==> src/design/postfix_stack_evaluator_assert.svh <==
// Assertion macros shared by the evaluator RTL.
// Expects clk and rst_n in scope at the point of use.
`ifndef POSTFIX_STACK_EVALUATOR_ASSERT_SVH
`define POSTFIX_STACK_EVALUATOR_ASSERT_SVH

// Same-cycle implication.
`define PSE_ASSERT_NOW(label, ante, cons, msg) \
    label: assert property (@(posedge clk) disable iff (!rst_n) (ante) |-> (cons)) \
        else $error(msg);

// Next-cycle implication.
`define PSE_ASSERT_NEXT(label, ante, cons, msg) \
    label: assert property (@(posedge clk) disable iff (!rst_n) (ante) |=> (cons)) \
        else $error(msg);

`endif

==> src/design/pse_pkg.sv <==
package pse_pkg;

    localparam int DATA_W      = 32;
    localparam int STACK_DEPTH = 64;
    localparam int ADDR_W      = $clog2(STACK_DEPTH);
    localparam int DEPTH_W     = $clog2(STACK_DEPTH + 1);
    localparam int FUNC_W      = 3;
    localparam int STATUS_W    = 2;

    localparam logic [FUNC_W-1:0] FN_PUSH = 3'd0;
    localparam logic [FUNC_W-1:0] FN_ADD  = 3'd1;
    localparam logic [FUNC_W-1:0] FN_SUB  = 3'd2;
    localparam logic [FUNC_W-1:0] FN_MUL  = 3'd3;
    localparam logic [FUNC_W-1:0] FN_DIV  = 3'd4;

    localparam logic [STATUS_W-1:0] ST_OK        = 2'd0;
    localparam logic [STATUS_W-1:0] ST_OVERFLOW  = 2'd1;
    localparam logic [STATUS_W-1:0] ST_UNDERFLOW = 2'd2;
    localparam logic [STATUS_W-1:0] ST_DIVZERO   = 2'd3;

    typedef enum logic [1:0] {
        ACT_NONE,
        ACT_PUSH,
        ACT_POP
    } act_t;

    // Controller to datapath
    typedef struct packed {
        logic                accept;
        logic                alu_load;
        logic                div_start;
        logic                div_step;
        logic                div_fix;
        logic                commit;
        act_t                action;
        logic [STATUS_W-1:0] status;
    } ctrl_t;

    // Datapath to controller
    typedef struct packed {
        logic full;
        logic few_entries;
        logic rhs_zero;
        logic div_last;
        logic out_free;
    } stat_t;

endpackage

==> src/design/pse_if.sv <==
interface pse_tok_if;
    import pse_pkg::*;

    logic                     valid;
    logic                     ready;
    logic [FUNC_W-1:0]        func;
    logic signed [DATA_W-1:0] operand_value;

    modport source (output valid, output func, output operand_value, input ready);
    modport sink (input valid, input func, input operand_value, output ready);
endinterface

interface pse_res_if;
    import pse_pkg::*;

    logic                     valid;
    logic                     ready;
    logic signed [DATA_W-1:0] top_value;
    logic [DEPTH_W-1:0]       stack_depth;
    logic [STATUS_W-1:0]      status;

    modport source (output valid, output top_value, output stack_depth, output status,
                    input ready);
    modport sink (input valid, input top_value, input stack_depth, input status,
                  output ready);
endinterface

==> src/design/pse_ctrl.sv <==
module pse_ctrl (
    input  logic                      clk,
    input  logic                      rst_n,
    input  logic                      tok_valid,
    input  logic [pse_pkg::FUNC_W-1:0] tok_func,
    output logic                      tok_ready,
    input  pse_pkg::stat_t            stat,
    output pse_pkg::ctrl_t            cmd
);
    import pse_pkg::*;

    typedef enum logic [2:0] {
        S_IDLE,
        S_EXEC,
        S_DIV,
        S_FIX,
        S_FIN
    } state_t;

    state_t              state_reg, state_next;
    logic [FUNC_W-1:0]   func_reg, func_next;
    act_t                act_reg, act_next;
    logic [STATUS_W-1:0] status_reg, status_next;
    logic                accept;

    assign tok_ready = (state_reg == S_IDLE);
    assign accept    = tok_valid && tok_ready;

    always_comb
    begin
        state_next  = state_reg;
        func_next   = func_reg;
        act_next    = act_reg;
        status_next = status_reg;
        unique case (state_reg)
            S_IDLE:
            begin
                if (accept)
                begin
                    func_next   = tok_func;
                    act_next    = ACT_NONE;
                    status_next = ST_OK;
                    state_next  = S_FIN;
                    priority if (tok_func == FN_PUSH)
                    begin
                        if (stat.full)
                            status_next = ST_OVERFLOW;
                        else
                            act_next = ACT_PUSH;
                    end
                    else if (tok_func == FN_ADD || tok_func == FN_SUB ||
                             tok_func == FN_MUL || tok_func == FN_DIV)
                    begin
                        if (stat.few_entries)
                            status_next = ST_UNDERFLOW;
                        else if (tok_func == FN_DIV && stat.rhs_zero)
                            status_next = ST_DIVZERO;
                        else
                        begin
                            act_next   = ACT_POP;
                            state_next = S_EXEC;
                        end
                    end
                    else
                    begin
                        // unused code: drop the token
                    end
                end
            end
            S_EXEC:
            begin
                if (func_reg == FN_DIV)
                    state_next = S_DIV;
                else
                    state_next = S_FIN;
            end
            S_DIV:
            begin
                if (stat.div_last)
                    state_next = S_FIX;
            end
            S_FIX:
            begin
                state_next = S_FIN;
            end
            S_FIN:
            begin
                if (stat.out_free)
                    state_next = S_IDLE;
            end
            default:
            begin
                state_next = S_IDLE;
            end
        endcase
    end

    always_comb
    begin
        cmd           = '0;
        cmd.accept    = accept;
        cmd.alu_load  = (state_reg == S_EXEC) && (func_reg != FN_DIV);
        cmd.div_start = (state_reg == S_EXEC) && (func_reg == FN_DIV);
        cmd.div_step  = (state_reg == S_DIV);
        cmd.div_fix   = (state_reg == S_FIX);
        cmd.commit    = (state_reg == S_FIN) && stat.out_free;
        cmd.action    = act_reg;
        cmd.status    = status_reg;
    end

    always_ff @(posedge clk or negedge rst_n)
    begin
        if (!rst_n)
        begin
            state_reg  <= S_IDLE;
            func_reg   <= FN_PUSH;
            act_reg    <= ACT_NONE;
            status_reg <= ST_OK;
        end
        else
        begin
            state_reg  <= state_next;
            func_reg   <= func_next;
            act_reg    <= act_next;
            status_reg <= status_next;
        end
    end

endmodule

==> src/design/pse_datapath.sv <==
module pse_datapath (
    input  logic                       clk,
    input  logic                       rst_n,
    input  logic [pse_pkg::DATA_W-1:0] operand_value,
    input  logic [pse_pkg::FUNC_W-1:0] func,
    input  pse_pkg::ctrl_t             cmd,
    output pse_pkg::stat_t             stat,
    pse_res_if.source                  res
);
    import pse_pkg::*;

    localparam int CNT_W = $clog2(DATA_W);
    localparam logic [CNT_W-1:0] CNT_LAST = CNT_W'(DATA_W - 1);

    // entries below the top; the top itself lives in top_reg
    logic [DATA_W-1:0]   mem [STACK_DEPTH];
    logic [DATA_W-1:0]   rd_data_reg;
    logic [DATA_W-1:0]   top_reg, top_next;
    logic [DATA_W-1:0]   val_reg;
    logic [DATA_W-1:0]   res_reg;
    logic [DEPTH_W-1:0]  sp_reg, sp_next;

    logic [DATA_W-1:0]   rem_reg;
    logic [DATA_W-1:0]   quo_reg;
    logic [DATA_W-1:0]   dsor_reg;
    logic                neg_reg;
    logic [CNT_W-1:0]    cnt_reg;

    logic                out_valid_reg;
    logic [DATA_W-1:0]   out_top_reg;
    logic [DEPTH_W-1:0]  out_depth_reg;
    logic [STATUS_W-1:0] out_status_reg;

    logic [ADDR_W-1:0]   rd_addr;
    logic [ADDR_W-1:0]   wr_addr;
    logic                mem_we;
    logic [DEPTH_W-1:0]  sp_minus2;
    logic [DEPTH_W-1:0]  sp_minus1;
    logic [DATA_W:0]     rem_shift;
    logic [DATA_W:0]     rem_diff;

    assign sp_minus2 = sp_reg - DEPTH_W'(2);
    assign sp_minus1 = sp_reg - DEPTH_W'(1);
    assign rd_addr   = sp_minus2[ADDR_W-1:0];
    assign wr_addr   = sp_minus1[ADDR_W-1:0];
    assign mem_we    = cmd.commit && (cmd.action == ACT_PUSH) && (sp_reg != '0);

    always_ff @(posedge clk)
    begin
        if (mem_we)
            mem[wr_addr] <= top_reg;
        if (cmd.accept)
            rd_data_reg <= mem[rd_addr];
    end

    always_comb
    begin
        unique case (cmd.action)
            ACT_PUSH:
            begin
                top_next = val_reg;
                sp_next  = sp_reg + DEPTH_W'(1);
            end
            ACT_POP:
            begin
                top_next = res_reg;
                sp_next  = sp_minus1;
            end
            default:
            begin
                top_next = top_reg;
                sp_next  = sp_reg;
            end
        endcase
    end

    // lhs is the entry read from memory, rhs the register-held top
    logic [FUNC_W-1:0] func_reg;
    logic [DATA_W-1:0] sum;
    logic [DATA_W-1:0] diff;
    logic [DATA_W-1:0] prod;

    assign sum  = rd_data_reg + top_reg;
    assign diff = rd_data_reg - top_reg;
    assign prod = rd_data_reg * top_reg;

    assign rem_shift = {rem_reg, quo_reg[DATA_W-1]};
    assign rem_diff  = rem_shift - {1'b0, dsor_reg};

    always_ff @(posedge clk)
    begin
        if (cmd.accept)
            val_reg <= operand_value;
        if (cmd.alu_load)
        begin
            unique case (func_reg)
                FN_ADD:  res_reg <= sum;
                FN_SUB:  res_reg <= diff;
                default: res_reg <= prod;
            endcase
        end
        else if (cmd.div_fix)
            res_reg <= neg_reg ? (DATA_W'(0) - quo_reg) : quo_reg;
        if (cmd.div_start)
        begin
            rem_reg  <= '0;
            quo_reg  <= rd_data_reg[DATA_W-1] ? (DATA_W'(0) - rd_data_reg) : rd_data_reg;
            dsor_reg <= top_reg[DATA_W-1] ? (DATA_W'(0) - top_reg) : top_reg;
            neg_reg  <= rd_data_reg[DATA_W-1] ^ top_reg[DATA_W-1];
        end
        else if (cmd.div_step)
        begin
            if (!rem_diff[DATA_W])
            begin
                rem_reg <= rem_diff[DATA_W-1:0];
                quo_reg <= {quo_reg[DATA_W-2:0], 1'b1};
            end
            else
            begin
                rem_reg <= rem_shift[DATA_W-1:0];
                quo_reg <= {quo_reg[DATA_W-2:0], 1'b0};
            end
        end
        if (cmd.commit)
        begin
            top_reg        <= top_next;
            out_top_reg    <= (sp_next == '0) ? '0 : top_next;
            out_depth_reg  <= sp_next;
            out_status_reg <= cmd.status;
        end
    end

    always_ff @(posedge clk or negedge rst_n)
    begin
        if (!rst_n)
        begin
            sp_reg        <= '0;
            out_valid_reg <= 1'b0;
            cnt_reg       <= '0;
            func_reg      <= FN_PUSH;
        end
        else
        begin
            if (cmd.accept)
                func_reg <= func;
            if (cmd.commit)
            begin
                sp_reg        <= sp_next;
                out_valid_reg <= 1'b1;
            end
            else if (res.ready)
                out_valid_reg <= 1'b0;
            if (cmd.div_start)
                cnt_reg <= '0;
            else if (cmd.div_step)
                cnt_reg <= cnt_reg + CNT_W'(1);
        end
    end

    assign stat.full        = (sp_reg == DEPTH_W'(STACK_DEPTH));
    assign stat.few_entries = (sp_reg < DEPTH_W'(2));
    assign stat.rhs_zero    = (top_reg == '0);
    assign stat.div_last    = (cnt_reg == CNT_LAST);
    assign stat.out_free    = !out_valid_reg || res.ready;

    assign res.valid       = out_valid_reg;
    assign res.top_value   = $signed(out_top_reg);
    assign res.stack_depth = out_depth_reg;
    assign res.status      = out_status_reg;

endmodule

==> src/design/postfix_stack_evaluator.sv <==
// Postfix evaluation stack, one token per item and one result item per token.
// A push, an ignored code or a rejected token (overflow, underflow, divide by
// zero) goes from acceptance straight to the finish state; add, subtract and
// multiply first pass an execute state that registers the ALU result (the
// second entry is read from the stack memory at acceptance); divide passes
// execute, the 32-step radix-2 divider and a sign fix-up state. Tokens
// are taken one at a time: a new token is accepted as soon as the previous
// one has been written to the output register, even while that result still
// waits. The stack memory is not cleared at reset; only live entries are used.
`include "postfix_stack_evaluator_assert.svh"

module postfix_stack_evaluator (
    input  logic      clk,
    input  logic      rst_n,
    pse_tok_if.sink   tok,
    pse_res_if.source res
);
    import pse_pkg::*;

    ctrl_t cmd;
    stat_t stat;

    pse_ctrl u_ctrl (
        .clk       (clk),
        .rst_n     (rst_n),
        .tok_valid (tok.valid),
        .tok_func  (tok.func),
        .tok_ready (tok.ready),
        .stat      (stat),
        .cmd       (cmd)
    );

    pse_datapath u_datapath (
        .clk           (clk),
        .rst_n         (rst_n),
        .operand_value ($unsigned(tok.operand_value)),
        .func          (tok.func),
        .cmd           (cmd),
        .stat          (stat),
        .res           (res)
    );

    `PSE_ASSERT_NOW(a_depth_bound, res.valid, res.stack_depth <= DEPTH_W'(STACK_DEPTH), "stack depth beyond capacity")
    `PSE_ASSERT_NOW(a_overflow_full, res.valid && res.status == ST_OVERFLOW, res.stack_depth == DEPTH_W'(STACK_DEPTH), "overflow reported on a stack that is not full")
    `PSE_ASSERT_NOW(a_underflow_short, res.valid && res.status == ST_UNDERFLOW, res.stack_depth < DEPTH_W'(2), "underflow reported with two or more entries")
    `PSE_ASSERT_NEXT(a_commit_lands, cmd.commit, res.valid, "committed result did not reach the output")

endmodule
==> src/flat_wrapper.sv <==
// flat-port wrapper written by rule: the top's interface ports become plain ports
module postfix_stack_evaluator_flat import pse_pkg::*;
  (clk, rst_n, tok_valid, tok_func, tok_operand_value, tok_ready, res_valid, res_top_value, res_stack_depth, res_status, res_ready);
  pse_tok_if tok_i ();
  pse_res_if res_i ();
  input  logic clk;
  input  logic rst_n;
  input wire logic [$bits(tok_i.valid)-1:0] tok_valid;
  input wire logic [$bits(tok_i.func)-1:0] tok_func;
  input wire logic [$bits(tok_i.operand_value)-1:0] tok_operand_value;
  output wire logic [$bits(tok_i.ready)-1:0] tok_ready;
  output wire logic [$bits(res_i.valid)-1:0] res_valid;
  output wire logic [$bits(res_i.top_value)-1:0] res_top_value;
  output wire logic [$bits(res_i.stack_depth)-1:0] res_stack_depth;
  output wire logic [$bits(res_i.status)-1:0] res_status;
  input wire logic [$bits(res_i.ready)-1:0] res_ready;
  assign tok_i.valid = tok_valid;
  assign tok_i.func = tok_func;
  assign tok_i.operand_value = tok_operand_value;
  assign tok_ready = tok_i.ready;
  assign res_valid = res_i.valid;
  assign res_top_value = res_i.top_value;
  assign res_stack_depth = res_i.stack_depth;
  assign res_status = res_i.status;
  assign res_i.ready = res_ready;
  postfix_stack_evaluator u_core (.clk(clk), .rst_n(rst_n), .tok(tok_i), .res(res_i));
endmodule
==> config.mk <==
export PLATFORM = sky130hd
export DESIGN_NAME = postfix_stack_evaluator_flat
export DESIGN_NICKNAME = d
export VERILOG_FILES = /design/src/design/pse_pkg.sv /design/src/design/pse_if.sv /design/src/design/pse_ctrl.sv /design/src/design/pse_datapath.sv /design/src/design/postfix_stack_evaluator.sv /design/src/flat_wrapper.sv
export VERILOG_INCLUDE_DIRS = /design/src /design/src/design
export SDC_FILE = /design/constraint.sdc
export NUM_CORES = 2
export LEC_CHECK = 0
export ABC_CLOCK_PERIOD_IN_PS = 12300
export BUFFER_PORTS_ARGS = -buffer_cell sky130_fd_sc_hd__buf_2
export CORE_UTILIZATION = 60
export CTS_CLUSTER_DIAMETER = 100
export DETAILED_ROUTE_END_ITERATION = 6
export MAX_ROUTING_LAYER = met4
export PLACE_DENSITY = 0.76
export SLEW_MARGIN = 20
export SYNTH_ARGS = -nofsm -noshare
export SYNTH_HDL_FRONTEND = slang
export SYNTH_SLANG_ARGS = --single-unit
==> constraint.sdc <==
create_clock -name clk -period 12.3 [get_ports clk]
set_input_delay 1.23 -clock clk [delete_from_list [all_inputs] [get_ports clk]]
set_output_delay 1.23 -clock clk [all_outputs]
set_load 0.02 [all_outputs]
# Yosys cells after proc, flatten, opt, wreduce, memory -nomap -nowiden
# Memory sizes are Yosys's and may differ from the RTL's. A register that Yosys moved wholly into a read port is not among the register bits.
# Cells that the tools add are included.
[classes]
order_cmp = 1
div_mod_pow = 0
shifts = 0
n_mul = 1
muxes = 37
eq_ne = 19
reduce_logical = 22
bitwise = 1
addsub = 10
[op_table]
columns = ["op", "count"]
rows = [
  ["$mux W32", 7],
  ["$pmux W32 S2", 2],
  ["$sub A1 B32 Y32 const A", 3],
  ["$sub A33 B32 Y33", 1],
  ["$add A32 B32 Y32", 1],
  ["$logic_not A32 Y1", 1],
  ["$mul A32 B32 Y32", 1],
  ["$sub A32 B32 Y32", 1],
  ["$mux W31", 1],
  ["$mux W3", 8],
  ["$mux W2", 8],
  ["$eq A3 B2 Y1 const B", 5],
  ["$pmux W3 S5", 1],
  ["$pmux W7 S2", 1],
  ["$mux W5", 2],
  ["$eq A3 B1 Y1 const B", 3],
  ["$eq A3 B3 Y1 const B", 3],
  ["$add A7 B1 Y7 const B", 1],
  ["$eq A7 B7 Y1 const B", 1],
  ["$logic_and A1 B1 Y1", 7],
  ["$logic_not A7 Y1", 1],
  ["$lt A7 B2 Y1 const B", 1],
  ["$mux W1", 7],
  ["$reduce_bool A7 Y1", 1],
  ["other kinds (16)", 23],
]
[word_totals]
elab_cells = 111
latchBits = 0
regBits = 260
output_inout_bits = 43
in_bits = 39
mem_count = 1
rom_bits = 0
ramBits = 2048
[mem_list]
columns = ["name", "depth", "word_bits", "read_ports", "rd_clocked_by_memory_dff", "wr", "line_no", "text"]
rows = [
  ["u_core.u_datapath.mem", 64, 32, 1, 1, 1, "pse_datapath.sv:16", "logic [DATA_W-1:0] mem [STACK_DEPTH];"],
]

# Depth between registers and ports, before layout
[logic_depth]
word_depth = 8
depth_mapped = 28
depth_no_buf = 26

# Modules after synthesis
# A second synthesis with hierarchy kept.
[hier_totals]
cells_unflattened = 6579
hier_area_um2 = 111239.2
[by_module_without_submodules]
columns = ["module", "instances", "seq_area_each_um2", "area_each_um2", "cells_each"]
rows = [
  ["pse_datapath", 1, 69566.7, 110658.6, 6515],
  ["pse_ctrl", 1, 250.2, 580.6, 64],
]

# Worst setup path after synthesis
# Ideal clock, no wire load.
[synth_path]
kind = "flip-flop to flip-flop"
start = "register u_core.u_datapath.top_reg[6]"
end = "register u_core.u_datapath.res_reg[31] (data pin)"
synth_period_minus_slack_ns = 8.152
required_time_ns = 12.120
path_stages_with_launch = 27
n_path_buf = 2
arrival_time_ns = 7.972
setup_time_ns = 0.180
slack_ns = 4.148
path_cell_list = "edfxtp_1 clkbuf_1 clkbuf_1 and2_1 fa_1 fa_1 fa_1 inv_1 fa_1 inv_1 fa_1 inv_1 fa_1 inv_1 fa_1 fa_1 ha_1 a21oi_1 o21bai_1 a211o_1 a221o_1 a31oi_1 o21ai_0 a31oi_1 xnor2_1 nor2_1 a221oi_1"
[synth_between]
elab_chain_cells = 3
elab_cells_between_ends = 5
cone_classes = "2 x add/sub; 1 x mul; 2 x mux"
[synth_rtl]
columns = ["element", "line_no", "text"]
rows = [
  ["start: declaration", "pse_datapath.sv:18", "logic [DATA_W-1:0] top_reg, top_next;"],
  ["start signal: assignment", "pse_datapath.sv:126", "top_reg <= top_next;"],
  ["$mul A32 B32 Y32, or another cell as far along", "pse_datapath.sv:85", "assign prod = rd_data_reg * top_reg;"],
  ["$pmux W32 S2 (*)", "pse_datapath.sv:96", "unique case (func_reg)"],
  ["$mux W32 (*)", "pse_datapath.sv:94", "if (cmd.alu_load)"],
  ["end signal: assignment", "pse_datapath.sv:97", "FN_ADD: res_reg <= sum;"],
  ["end signal: assignment", "pse_datapath.sv:98", "FN_SUB: res_reg <= diff;"],
  ["end signal: assignment", "pse_datapath.sv:99", "default: res_reg <= prod;"],
  ["end: declaration", "pse_datapath.sv:20", "logic [DATA_W-1:0] res_reg;"],
]
# Mark *: on every way between the ends. The rest lies on a longest branch, timed or not.
# A chain may end at the register's enable or synchronous reset.

# Worst setup path after layout
[layout_path]
start = "register u_core.u_datapath.top_reg[5]"
end = "register u_core.u_datapath.res_reg[31] (data pin)"
# The elaborated chain is that of the path after synthesis.

==> flow_metrics.tcl <==
set metrics [dict create \
    crit_required_ns 12.98 \
    antenna_found_initial 29 \
    worstPathArrival_ns 9.39 \
    worst_slew_margin_rel_pct 17.44 \
    regMostFlops "u_core.u_datapath.mem" \
    clkTransAtPathRegs_ns 0.06 \
    cts_buffers 225 \
    crit_fanout 67 \
    rr_worst_depth 26 \
    hold_buffers 0 \
    reg2reg_from "u_core.u_datapath.top_reg[5]" \
    layout.nets 7237 \
    synth-edff-count 2282 \
    rsz0062_at_grt "false" \
    placed_area_sq_mm 0.1149 \
    synthCells 6437 \
    gr-total-overflow 0 \
    grt.total_usage_pct 34.87 \
    grt_max_degree 134 \
    tns_ns 0 \
    synth_fp_nets 7086 \
    skew_ns 0.06517 \
    initialDrtViolationCount 8501 \
    worstMarginPinSlew_ns 1.231 \
    yosysTopAreaCellShare_pct 61.99 \
    start_util_pct 60.38 \
    cts_root_buf "clkbuf_16" \
    syn2layout_area_growth_pct 10.65 \
    final_layout_size_suffix_gt1_share_pct 20.51 \
    syn_area_sq_mm 0.1105 \
    numClockSinks 2337 \
    start_kind "register" \
    drt-pass1-iter-count 7 \
    cts_htree_levels 4 \
    die_h_um 431.2 \
    rr_endpoint "u_core.u_datapath.res_reg[31]" \
    yosys-top-cells-count "2,282 x edfxtp_1, 660 x mux4_2, 451 x inv_1" \
    gp_congestion 0.9323 \
    avgSynthCellArea_sq_um 17.17 \
    chipWidth_um 431.2 \
    wirelength_um 309500 \
    fmax_mhz 114.8 \
    post_cts.resized_instances 0 \
    cts_tree "done" \
    die-area_sq_mm 0.1860 \
    rows 157 \
    crit_type "reg -> reg" \
    numPortBuffers 81 \
    yosysTopAreaCell "edfxtp_1" \
    vias 62580 \
    violations "DRC" \
    fillers 11780 \
    ant_nets 0 \
    fin_area_sq_mm 0.1223 \
    drt-wirelength-per-cell_um 33.43 \
    ys_seq_area_share_pct 63.09 \
    post-route-min-period_ns 8.711 \
    ys.flop_type "edfxtp_1" \
    synth_seq_cells 2337 \
    grt_pass1_vias 63060 \
    yosysMostFrequentCell "edfxtp_1" \
    drc_errors 4 \
    dp_worst_setup_slack_ns 3.683 \
    finalCritPeriodShare_pct 70.82 \
    cts_setup_buffers 0 \
    largest_reg_flops 2048 \
    hpwl_um 170500 \
    finalWorstSetupSlack_ns 3.589 \
    vias_per_cell 6.761 \
    pin_count 82 \
    run_status "finished with violations" \
    ys_types 77 \
    slew_violations 0 \
    hold_viol_final 0 \
    reg2reg_slack_ns 3.59 \
    cts_buffer_depth 3 \
    hold_path_class "in -> async" \
    final_core_util_pct 66.81 \
    core_sq_mm 0.1831 \
    cap_violations 0 \
    grt_pass1_wl_um 443200 \
    endpoint_kind "register" \
    worstSkewPairLatency_ns 0.91 \
    setup_viol 0 \
    yosysWarnings 0 \
    async_flop_share_pct 0.9842 \
    synthTopCellsByArea "edfxtp_1 62%, mux4_2 13%, fa_1 7.4%" \
]
[cells in the final DEF (no fill, tap or decap), types with 66 or more instances in the layout]
master     Yosys  final
a21oi_1      102    101
and2_1       318    318
buf_2          5     81
buf_4          0    198
clkbuf_16      0    227
edfxtp_1    2282   2282
fa_1         410    410
ha_1         200    198
inv_1        451    450
mux4_2       660    660
nand2_1      448    448
nor2_1       163     97
nor2_4         1     66
o21ai_0      188    188
xnor2_1      146    142
xor2_1       122    121
[cells by family (layout without fill, tap and decap cells)]
group,Yosys count,in the layout,synth area share [%]
other,0,14,0
adder cells (fa/ha/maj),610,610,9.689
multiplexers,702,702,13.83
XOR/XNOR,268,268,2.123
AO/OA/AOI/OAI,596,596,3.553
AND/OR/NAND/NOR,1111,1111,4.940
flip-flops,2337,2337,63.09
buffers and inverters,813,1154,2.773
[how the worst max path moves through the flow]
stage	start	to	slack (ns)	depth (start not counted)
after CTS	u_core.u_datapath.top_reg[8]	u_core.u_datapath.res_reg[31]	3.66	27
after global placement	u_core.u_datapath.top_reg[8]	u_core.u_datapath.res_reg[31]	3.91	27
after floorplan	u_core.u_datapath.top_reg[6]	u_core.u_datapath.res_reg[31]	4.15	26
final	u_core.u_datapath.top_reg[5]	u_core.u_datapath.res_reg[31]	3.59	26
after global routing	u_core.u_datapath.top_reg[8]	u_core.u_datapath.res_reg[31]	3.25	27
after detailed placement	u_core.u_datapath.top_reg[5]	u_core.u_datapath.res_reg[31]	3.68	26
[through the flow]
| stage | hold slack, ns | instances |
|---|---|---|
| floorplan | 0.4248 | 6437 |
| global placement | 0.4379 | 8824 |
| detailed placement | 0.4520 | 8824 |
| CTS | 0.3767 | 9241 |
| global route | 0.4354 | 9252 |
| finish | 0.4236 | 9256 |
[per-layer routing]
metal	vias to the layer above	track usage, %	wire length, um
li1	24740	-	-
met1	32660	44.26	109100
met2	4337	54.28	149100
met3	848	6.742	33110
met4	0	17.69	18150
met5	-	-	0
[critical path, cell delays in order, from the launching register on]
cell	delay, ns
edfxtp_1	0.32
buf_4	0.36
buf_4	0.68
and2_1	0.26
fa_1	0.42
fa_1	0.50
fa_1	0.51
inv_1	0.05
fa_1	0.49
inv_1	0.06
fa_1	0.50
inv_1	0.06
fa_1	0.55
inv_1	0.06
fa_1	0.49
fa_1	0.41
ha_1	0.35
a21oi_1	0.19
o21bai_1	0.09
a211o_1	0.32
a221o_1	0.32
a31oi_1	0.51
o21ai_0	0.25
a31oi_1	0.25
xnor2_1	0.14
nor2_1	0.06
a221oi_1	0.27
[cell type report]
class                   count  area, sq um  area share [%]
flip-flops and latches   2337        69750           57.02
inverters                 453         1703           1.392
multi-input cells        3287        38350           31.35
clock inverters           146         1559           1.274
well taps                2464         3083           2.520
repair buffers            284         1999           1.635
clock buffers             271         5846           4.779
diodes                     14        35.03         0.02864
Power is left out: the tool's default activity adds up to more than one toggle a clock period on the data nets, which glitch-free logic cannot reach.
